$ cat config.mk
export PLATFORM = sky130hd
export DESIGN_NAME = adc_scan_oversample_averager_core
export DESIGN_NICKNAME = d
export VERILOG_FILES = /design/src/hdl/acso_pkg.sv /design/src/hdl/adc_scan_oversample_averager_core.sv
export SDC_FILE = /design/constraint.sdc
export NUM_CORES = 1
export LEC_CHECK = 0
export ABC_AREA = 0
export ABC_CLOCK_PERIOD_IN_PS = 3700
export BUFFER_PORTS_ARGS = -buffer_cell sky130_fd_sc_hd__buf_2
export CORE_ASPECT_RATIO = 1.2
export CORE_MARGIN = 4
export CORE_UTILIZATION = 58
export DETAILED_ROUTE_END_ITERATION = 10
export HOLD_SLACK_MARGIN = 0.12
export PLACE_DENSITY = 0.8
export SYNTH_ARGS = -nofsm -noshare
export SYNTH_HDL_FRONTEND = slang
export SYNTH_SLANG_ARGS = --single-unit
$ cat constraint.sdc
create_clock -name clk -period 3.7 [get_ports clk]
set_input_delay 0 -clock clk [delete_from_list [all_inputs] [get_ports clk]]
set_output_delay 0 -clock clk [all_outputs]
set_load 0.005 [all_outputs]
$ cat src/hdl/acso_pkg.sv
package acso_pkg;

  localparam int CHANNELS_DEF     = 8;
  localparam int SAMPLE_SHIFT_DEF = 3;
  localparam int MUX_BITS_DEF     = 5;

  localparam int SAMPLE_W   = 10;
  localparam int SLOT_W     = 3;
  localparam int CODE_W     = 5;
  localparam int COUNT_W    = 4;
  localparam int LIST_W     = 40;
  localparam int MAX_SLOTS  = 8;

  localparam int IN_DATA_W  = 16;
  localparam int OUT_DATA_W = 32;

  // output tdata layout
  localparam int OUT_MUX_LSB    = 0;
  localparam int OUT_READ_LSB   = OUT_MUX_LSB + CODE_W;
  localparam int OUT_SSLOT_LSB  = OUT_READ_LSB + SAMPLE_W;
  localparam int OUT_SVAL_LSB   = OUT_SSLOT_LSB + SLOT_W;
  localparam int OUT_USED_W     = OUT_SVAL_LSB + SAMPLE_W;

  typedef enum logic [0:0] {
    OP_CONVERT = 1'b0,
    OP_READ    = 1'b1
  } op_t;

  typedef enum logic [0:0] {
    REG_CHANNEL_COUNT = 1'b0,
    REG_CHANNEL_LIST  = 1'b1
  } reg_index_t;

endpackage

$ cat src/hdl/adc_scan_oversample_averager_core.sv
// Round-robin ADC scan with oversampling average. Each beat on the slave side
// is either a conversion result (tuser = 0) or a read of a slot's stored average
// (tuser = 1), and produces exactly one beat on the master side in the next cycle.
// The first 2**SAMPLE_SHIFT conversions of a slot are summed, the next one is
// dropped, the scaled-down sum is stored as that slot's average and the scan
// advances to the next slot's mux code. Throughput is one item per clock: the
// whole update is a single add and compare ahead of one result register, and
// the slave side stays ready while that register is empty or being drained.
// Configuration writes (index 0: channel count, index 1: packed mux codes) are
// accepted whenever the block is out of reset and belong only in idle periods.
module adc_scan_oversample_averager_core #(
  parameter int CHANNELS     = acso_pkg::CHANNELS_DEF,
  parameter int SAMPLE_SHIFT = acso_pkg::SAMPLE_SHIFT_DEF,
  parameter int MUX_BITS     = acso_pkg::MUX_BITS_DEF
) (
  input  logic                               clk,
  input  logic                               rst,
  input  logic                               s_axis_tvalid,
  output logic                               s_axis_tready,
  input  logic [acso_pkg::IN_DATA_W-1:0]     s_axis_tdata,  // sample, read_slot, zero pad
  input  logic [0:0]                         s_axis_tuser,  // operation
  output logic                               m_axis_tvalid,
  input  logic                               m_axis_tready,
  output logic [acso_pkg::OUT_DATA_W-1:0]    m_axis_tdata,  // mux_select, read_value,
                                                            // stored_slot, stored_value, pad
  output logic [0:0]                         m_axis_tuser,  // stored
  input  logic                               cfg_valid,
  output logic                               cfg_ready,
  input  logic [0:0]                         cfg_index,
  input  logic [acso_pkg::LIST_W-1:0]        cfg_data
);
  import acso_pkg::*;

  localparam int SUM_W = SAMPLE_W + SAMPLE_SHIFT;
  localparam int CNT_W = SAMPLE_SHIFT + 1;
  localparam logic [CNT_W-1:0]  COUNT_FULL = CNT_W'(2 ** SAMPLE_SHIFT);
  localparam logic [CODE_W-1:0] CODE_KEEP  = CODE_W'((2 ** MUX_BITS) - 1);
  localparam logic [COUNT_W-1:0] CHAN_MAX  = COUNT_W'(CHANNELS);

  logic [SUM_W-1:0]    sample_sum, sample_sum_next;
  logic [CNT_W-1:0]    sample_count, sample_count_next;
  logic [SLOT_W-1:0]   current_slot, current_slot_next;
  logic [SAMPLE_W-1:0] slot_average [CHANNELS];
  logic [COUNT_W-1:0]  channel_count;
  logic [LIST_W-1:0]   channel_list;

  logic                in_beat;
  op_t                 op;
  logic [SAMPLE_W-1:0] sample;
  logic [SLOT_W-1:0]   read_slot;

  logic [COUNT_W-1:0]  eff_count;
  logic [COUNT_W-1:0]  slot_inc;
  logic [SAMPLE_W-1:0] avg;
  logic                store;
  logic [SAMPLE_W-1:0] read_value;
  logic [CODE_W-1:0]   mux_select;

  assign s_axis_tready = !rst && (!m_axis_tvalid || m_axis_tready);
  assign cfg_ready     = !rst;
  assign in_beat       = s_axis_tvalid && s_axis_tready;

  assign op        = op_t'(s_axis_tuser[0]);
  assign sample    = s_axis_tdata[SAMPLE_W-1:0];
  assign read_slot = s_axis_tdata[SAMPLE_W +: SLOT_W];

  always_comb begin
    eff_count = channel_count;
    if (eff_count == '0) eff_count = COUNT_W'(1);
    if (eff_count > CHAN_MAX) eff_count = CHAN_MAX;
  end

  assign slot_inc = COUNT_W'(current_slot) + COUNT_W'(1);
  assign avg      = SAMPLE_W'(sample_sum >> SAMPLE_SHIFT);

  always_comb begin
    sample_sum_next   = sample_sum;
    sample_count_next = sample_count;
    current_slot_next = current_slot;
    store             = 1'b0;
    read_value        = '0;
    unique case (op)
      OP_READ: begin
        for (int i = 0; i < CHANNELS; i++) begin
          if (read_slot == SLOT_W'(i)) read_value = slot_average[i];
        end
      end
      OP_CONVERT: begin
        if (sample_count < COUNT_FULL) begin
          sample_count_next = sample_count + CNT_W'(1);
          sample_sum_next   = sample_sum + SUM_W'(sample);
        end else begin
          store             = 1'b1;
          sample_sum_next   = '0;
          sample_count_next = '0;
          current_slot_next = (slot_inc < eff_count) ? SLOT_W'(slot_inc) : '0;
        end
      end
      default: ;
    endcase
  end

  assign mux_select = CODE_W'(channel_list >> (CODE_W * current_slot_next)) & CODE_KEEP;

  always_ff @(posedge clk) begin
    if (rst) begin
      sample_sum    <= '0;
      sample_count  <= '0;
      current_slot  <= '0;
      channel_count <= COUNT_W'(1);
      channel_list  <= '0;
      m_axis_tvalid <= 1'b0;
      for (int i = 0; i < CHANNELS; i++) slot_average[i] <= '0;
    end else begin
      if (cfg_valid && cfg_ready) begin
        unique case (reg_index_t'(cfg_index))
          REG_CHANNEL_COUNT: channel_count <= cfg_data[COUNT_W-1:0];
          REG_CHANNEL_LIST:  channel_list  <= cfg_data;
          default: ;
        endcase
      end
      if (in_beat) begin
        sample_sum   <= sample_sum_next;
        sample_count <= sample_count_next;
        current_slot <= current_slot_next;
        for (int i = 0; i < CHANNELS; i++) begin
          if (store && current_slot == SLOT_W'(i)) slot_average[i] <= avg;
        end
        m_axis_tvalid <= 1'b1;
      end else if (m_axis_tready) begin
        m_axis_tvalid <= 1'b0;
      end
    end
  end

  always_ff @(posedge clk) begin
    if (in_beat) begin
      m_axis_tdata <= {
        (OUT_DATA_W - OUT_USED_W)'(0),
        store ? avg : SAMPLE_W'(0),
        store ? current_slot : SLOT_W'(0),
        read_value,
        mux_select
      };
      m_axis_tuser[0] <= store;
    end
  end

endmodule

Yosys cells after proc, flatten, opt, wreduce, memory -nomap -nowiden
Memories as Yosys holds them, arrays and structs flattened.
Cells that the tools add are included.
Widths: inputs -> output; s select.

storage, ports and cells
  register bits after elaboration = 94
  bits in writable memories = 80
  bits of input ports = 63
  output and inout port bits = 36
  memories = 1

cells by class
  add/subtract/negate cells = 3
  multiply operators = 1
  order comparisons = 3
  equality and inequality tests = 14
  shift-type cells = 1
  mux-type cells = 61
  bitwise operators = 10
  reduce and logical (&&, ||, !) cells = 21

memories
  name          words  width  rd ports  clocked after Yosys merged registers in  wr ports  line                                     RTL
  slot_average  8      10     8         0                                        8         adc_scan_oversample_averager_core.sv:43  logic [SAMPLE_W-1:0] slot_average [CHANNELS];

operators by type and width
  operator             count
  $mux 10              16
  $shr 40x6->5         1
  $mux 1               38
  $eq 3x3->1 const B   8
  $add 13x10->13       1
  $mux 13              1
  $eq 3x2->1 const B   4
  $mux 4               3
  $logic_and 1x1->1    11
  $mux 3               3
  $or 1x1->1           8
  $eq 3x1->1 const B   2
  $logic_not 3->1      2
  $mul 3x3->6 const A  1
  $reduce_and 2->1     3
  $add 3x1->4 const B  1
  $add 4x1->4 const B  1
  $gt 4x4->1 const B   1
  $logic_not 4->1      1
  $lt 4x4->1           1
  $lt 4x4->1 const B   1
  $logic_not 1->1      2
  $not 1->1            2
  $reduce_bool 2->1    1
  $logic_or 1x1->1     1

Logic depth before layout (Yosys ltp)
  depth after elaboration = 10
  mapped depth = 11

Worst setup path after synthesis
OpenSTA, ideal clock, no wires.

  path type = flip-flop to flip-flop
  start = reg m_axis_tvalid
  end = mem slot_average[0][0] (enable)
  setup time = 336 ps
  data arrival time = 2482 ps
  required time = 3364 ps
  path slack = 882 ps
  stages on the path, launching flop included = 8
  buffers on the path = 1
  cells stage by stage = dfxtp_1 > nor2b_1 > nor2_1 > and2_1 > nand2_1 > nor2_1 > clkbuf_1 > a21o_1

RTL lines
  what                      line                                      RTL
  start: declaration        adc_scan_oversample_averager_core.sv:22   output logic m_axis_tvalid,
  start signal: assignment  adc_scan_oversample_averager_core.sv:112  m_axis_tvalid <= 1'b0;
  start signal: assignment  adc_scan_oversample_averager_core.sv:129  m_axis_tvalid <= 1'b1;
  start signal: assignment  adc_scan_oversample_averager_core.sv:131  m_axis_tvalid <= 1'b0;
  end: declaration          adc_scan_oversample_averager_core.sv:43

Final worst setup path
  start = reg current_slot[0]
  end = reg m_axis_tdata[1] in the netlist's numbering (data pin)

on the way
  cells in the longest elaborated chain, start to end = 7

ends and longest elaborated chain
  what                      line                                      RTL
  start: declaration        adc_scan_oversample_averager_core.sv:42   logic [SLOT_W-1:0] current_slot, current_slot_next;
  start signal: assignment  adc_scan_oversample_averager_core.sv:125  current_slot <= current_slot_next;
  $add 3x1->4               adc_scan_oversample_averager_core.sv:73   assign slot_inc = COUNT_W'(current_slot) + COUNT_W'(1);
  $lt 4x4->1                adc_scan_oversample_averager_core.sv:96   current_slot_next = (slot_inc < eff_count) ? SLOT_W'(slot_inc) : '0;
  $mux 3                    adc_scan_oversample_averager_core.sv:96
  $mux 3                    adc_scan_oversample_averager_core.sv:89   if (sample_count < COUNT_FULL) begin
  $mux 3 *                  adc_scan_oversample_averager_core.sv:82   unique case (op)
  $mul 3x3->6 *             adc_scan_oversample_averager_core.sv:103  assign mux_select = CODE_W'(channel_list >> (CODE_W * current_slot_next)) & CODE_KEEP;
  $shr 40x6->5 *            adc_scan_oversample_averager_core.sv:103
  via mux_select[1]         adc_scan_oversample_averager_core.sv:57   logic [CODE_W-1:0] mux_select;
  end signal: assignment    adc_scan_oversample_averager_core.sv:138  m_axis_tdata <= {
  end: declaration          adc_scan_oversample_averager_core.sv:24   output logic [acso_pkg::OUT_DATA_W-1:0] m_axis_tdata,

Mark *: on every way through the listed nets, which the timed path passes. The rest lies on a longest branch.
A chain may end at the register's enable or synchronous reset.

==> run metrics <==
largest net degree at the start of global routing 50; hold buffers post-CTS 57; die area 15700 um2; Synth top cells by count edfxtp_1, nand2_1, dfxtp_1, mux2i_1, and3_1; 1st-iter DRT viols 569; Final Hold Violating Endpoints 0; Async SR Flop Fraction 0; WP data arrival 3.22 ns; post-synth top area share 0.409; WL met3 1090 um; hold crit path type input port to flip-flop; Post-Synth Adder-Cell Area 0.0338; Tot Pwr 4.35 mW; Resize count post-CTS 0; Post-CTS Setup Inserts 0; WL met1 7160 um; synth top area cells edfxtp_1, dfxtp_1, mux2i_1; gr ovfl total 0; initial antenna violation count 0; maximum clock rate 0.329 GHz; Met2 Wirelength 10800 um; RSZ-0062 raised after global routing false; Ant. Diodes 0; CTS tree done; Rows 46; GRT Overall Usage 0.263; Synth Area in Simple Gates 0.181; Post-synth EDFFs 109; highest metal layer with signal wires met4; Via density 5.97; post-route minimum period 3.04 ns; number of remaining DRC errors 0; Setup Skew 0.00884 ns; Critical Path RT 3.88 ns; IO Port Bufs 91; critical path capture point type flip-flop; Die X 115 um; Starting Density 0.599; Final Max Slew Viols 0; area growth from synthesis to layout 21.0%; Final Util 0.725; setup TNS 0 ns; Yosys reg bits 174; Pwr Density 450 nW/um2; routability congestion estimate 0.856; Syn Inst Count 741; area occupied by registers 4570 um2; slew margin rel. 0.326; vias in the first global route 6422; Worst-Skew Late Latency 0.43 ns; Die H 137 um; status completed; Crit Path Max Fanout 20; post-synthesis sequential area ratio 0.572; detailed-route wire length 20000 um; Clock transition at path regs 0.07 ns; CTS Buffer Depth 2; MaxCap Viol Count 0; Leak 4.30 nW; Layout fillers 860; Max H-tree Level 4; yosys warns 0; Compound-Gate Fraction of Synth Area 0.0797; total CTS buffers 17; Root Buffer clkbuf_16; largest family of logic cells by synthesized area simple AND/OR/NAND/NOR gates; area of the multi-input gates 3150 um2; maximum vdd drop 0.000260 V; Mean Syn Cell Area 10.8 um2; global-route wire length before repair 31900 um; synthesized cell area 8000 um2; Main synth FF type edfxtp_1; # IOs 99; drt wl/cell 19.1 um; area leader, netlist edfxtp_1; period utilization 0.821; drt first pass iters 7; Synth Area in XOR/XNOR 0.00985; layout net count 952; hpwl dp 12400 um; Post-DRT Antenna Nets 0; Yosys cell types 47; Core ar. 13400 um2; mux share of post-synthesis cell area 0.0874; clock sinks 174; CP startpoint kind flip-flop; slew of the pin with the lowest slew margin 0.997 ns; share of cells above drive strength 1 0.168; DR vias 6259; Final Setup Violations 0; CP Class flip-flop to flip-flop
logic make-up after synthesis:
family                   after synthesis
AND/OR/NAND/NOR                      295
flip-flops                           174
AO/OA/AOI/OAI                        102
buffers and inverters                 71
multiplexers                          68
adder cells (fa/ha/maj)               21
XOR/XNOR                               9
other                                  1
flip-flops by register name, indices dropped and copies added (netlist names):
name / count
slot_average: 80
channel_list: 40
m_axis_tdata: 28
sample_sum: 13
channel_count: 4
sample_count: 4
current_slot: 3
m_axis_tuser: 1
m_axis_tvalid: 1
worst max-delay path: stages (launching register included):
cell     delay [ns]
dfxtp_1        0.36
ha_1           0.24
ha_1           0.35
inv_1          0.06
ha_1           0.26
o21ai_0        0.07
a22oi_1        0.25
o21a_1         0.16
buf_4          0.34
mux2i_1        0.28
mux2i_1        0.13
mux2_2         0.28
placed cells by master (no fill, tap or decap), types with 2 or more instances in the layout:
master,Yosys,final
clkbuf_16,0,19
a221oi_1,10,10
mux2_2,15,15
nand2_1,109,109
or3_1,5,5
nor3_1,5,5
xor2_1,7,7
a21o_1,7,7
or2_1,2,2
a21oi_1,32,32
dlygate4sd3_1,0,57
buf_4,4,8
nand2b_1,2,2
nand3_1,43,43
o2bb2ai_1,3,3
nor4b_1,2,2
a31oi_1,3,3
edfxtp_1,109,109
inv_1,20,20
dfxtp_1,65,65
inv_8,0,2
nor2_1,32,32
xnor2_1,2,2
nand3b_1,4,4
conb_1,1,4
mux2i_1,53,53
and3_1,44,44
o211ai_1,3,3
inv_6,0,6
inv_4,0,3
ha_1,20,20
o22ai_1,11,11
buf_2,6,91
and2_1,33,33
o21ai_0,22,22
nor2b_1,12,12
per-layer routing:
metal  GRT usage  vias to the layer above
met1       0.294                     3021
met4       0.144                        0
met3      0.0438                       77
met5           0                        -
li1            -                     2890
met2       0.475                      271
area by class of cell:
class,count,share of cell area
multi-input cells,499,0.325
clock buffers,19,0.0491
inverters,20,0.00776
flip-flops and latches,174,0.473
repair buffers,156,0.112
clock inverters,13,0.0111
well taps,168,0.0217
per-stage QoR:
step	area, um2	hold WS, ns	worst slack [ns]	instances
final	9680	0.134	0.664	1049
after global routing	9680	0.152	0.497	1049
after CTS	9680	0.121	0.651	1049
after detailed placement	8520	0.184	0.653	960
after global placement	8520	0.182	0.774	960
after floorplan	8010	0.0989	0.882	744
final timing paths:
| path | startpoint | to | slack [ns] | depth (start not counted) |
|---|---|---|---|---|
| hold / removal | cfg_valid | channel_count[2] | 0.13 | 4 |
| setup / recovery | current_slot[0] | m_axis_tdata[1] | 0.66 | 11 |
| hold reg to reg | channel_list[18] | channel_list[18] | 0.46 | 2 |
| setup reg to reg | current_slot[0] | m_axis_tdata[1] | 0.66 | 11 |
report_power, final:
| part | internal (mW) | switching, mW |
|---|---|---|
| Combinational | 0.173 | 0.214 |
| Clock | 0.964 | 0.803 |
| Sequential | 2.15 | 0.0551 |
Power figures use the tool's default switching activity.
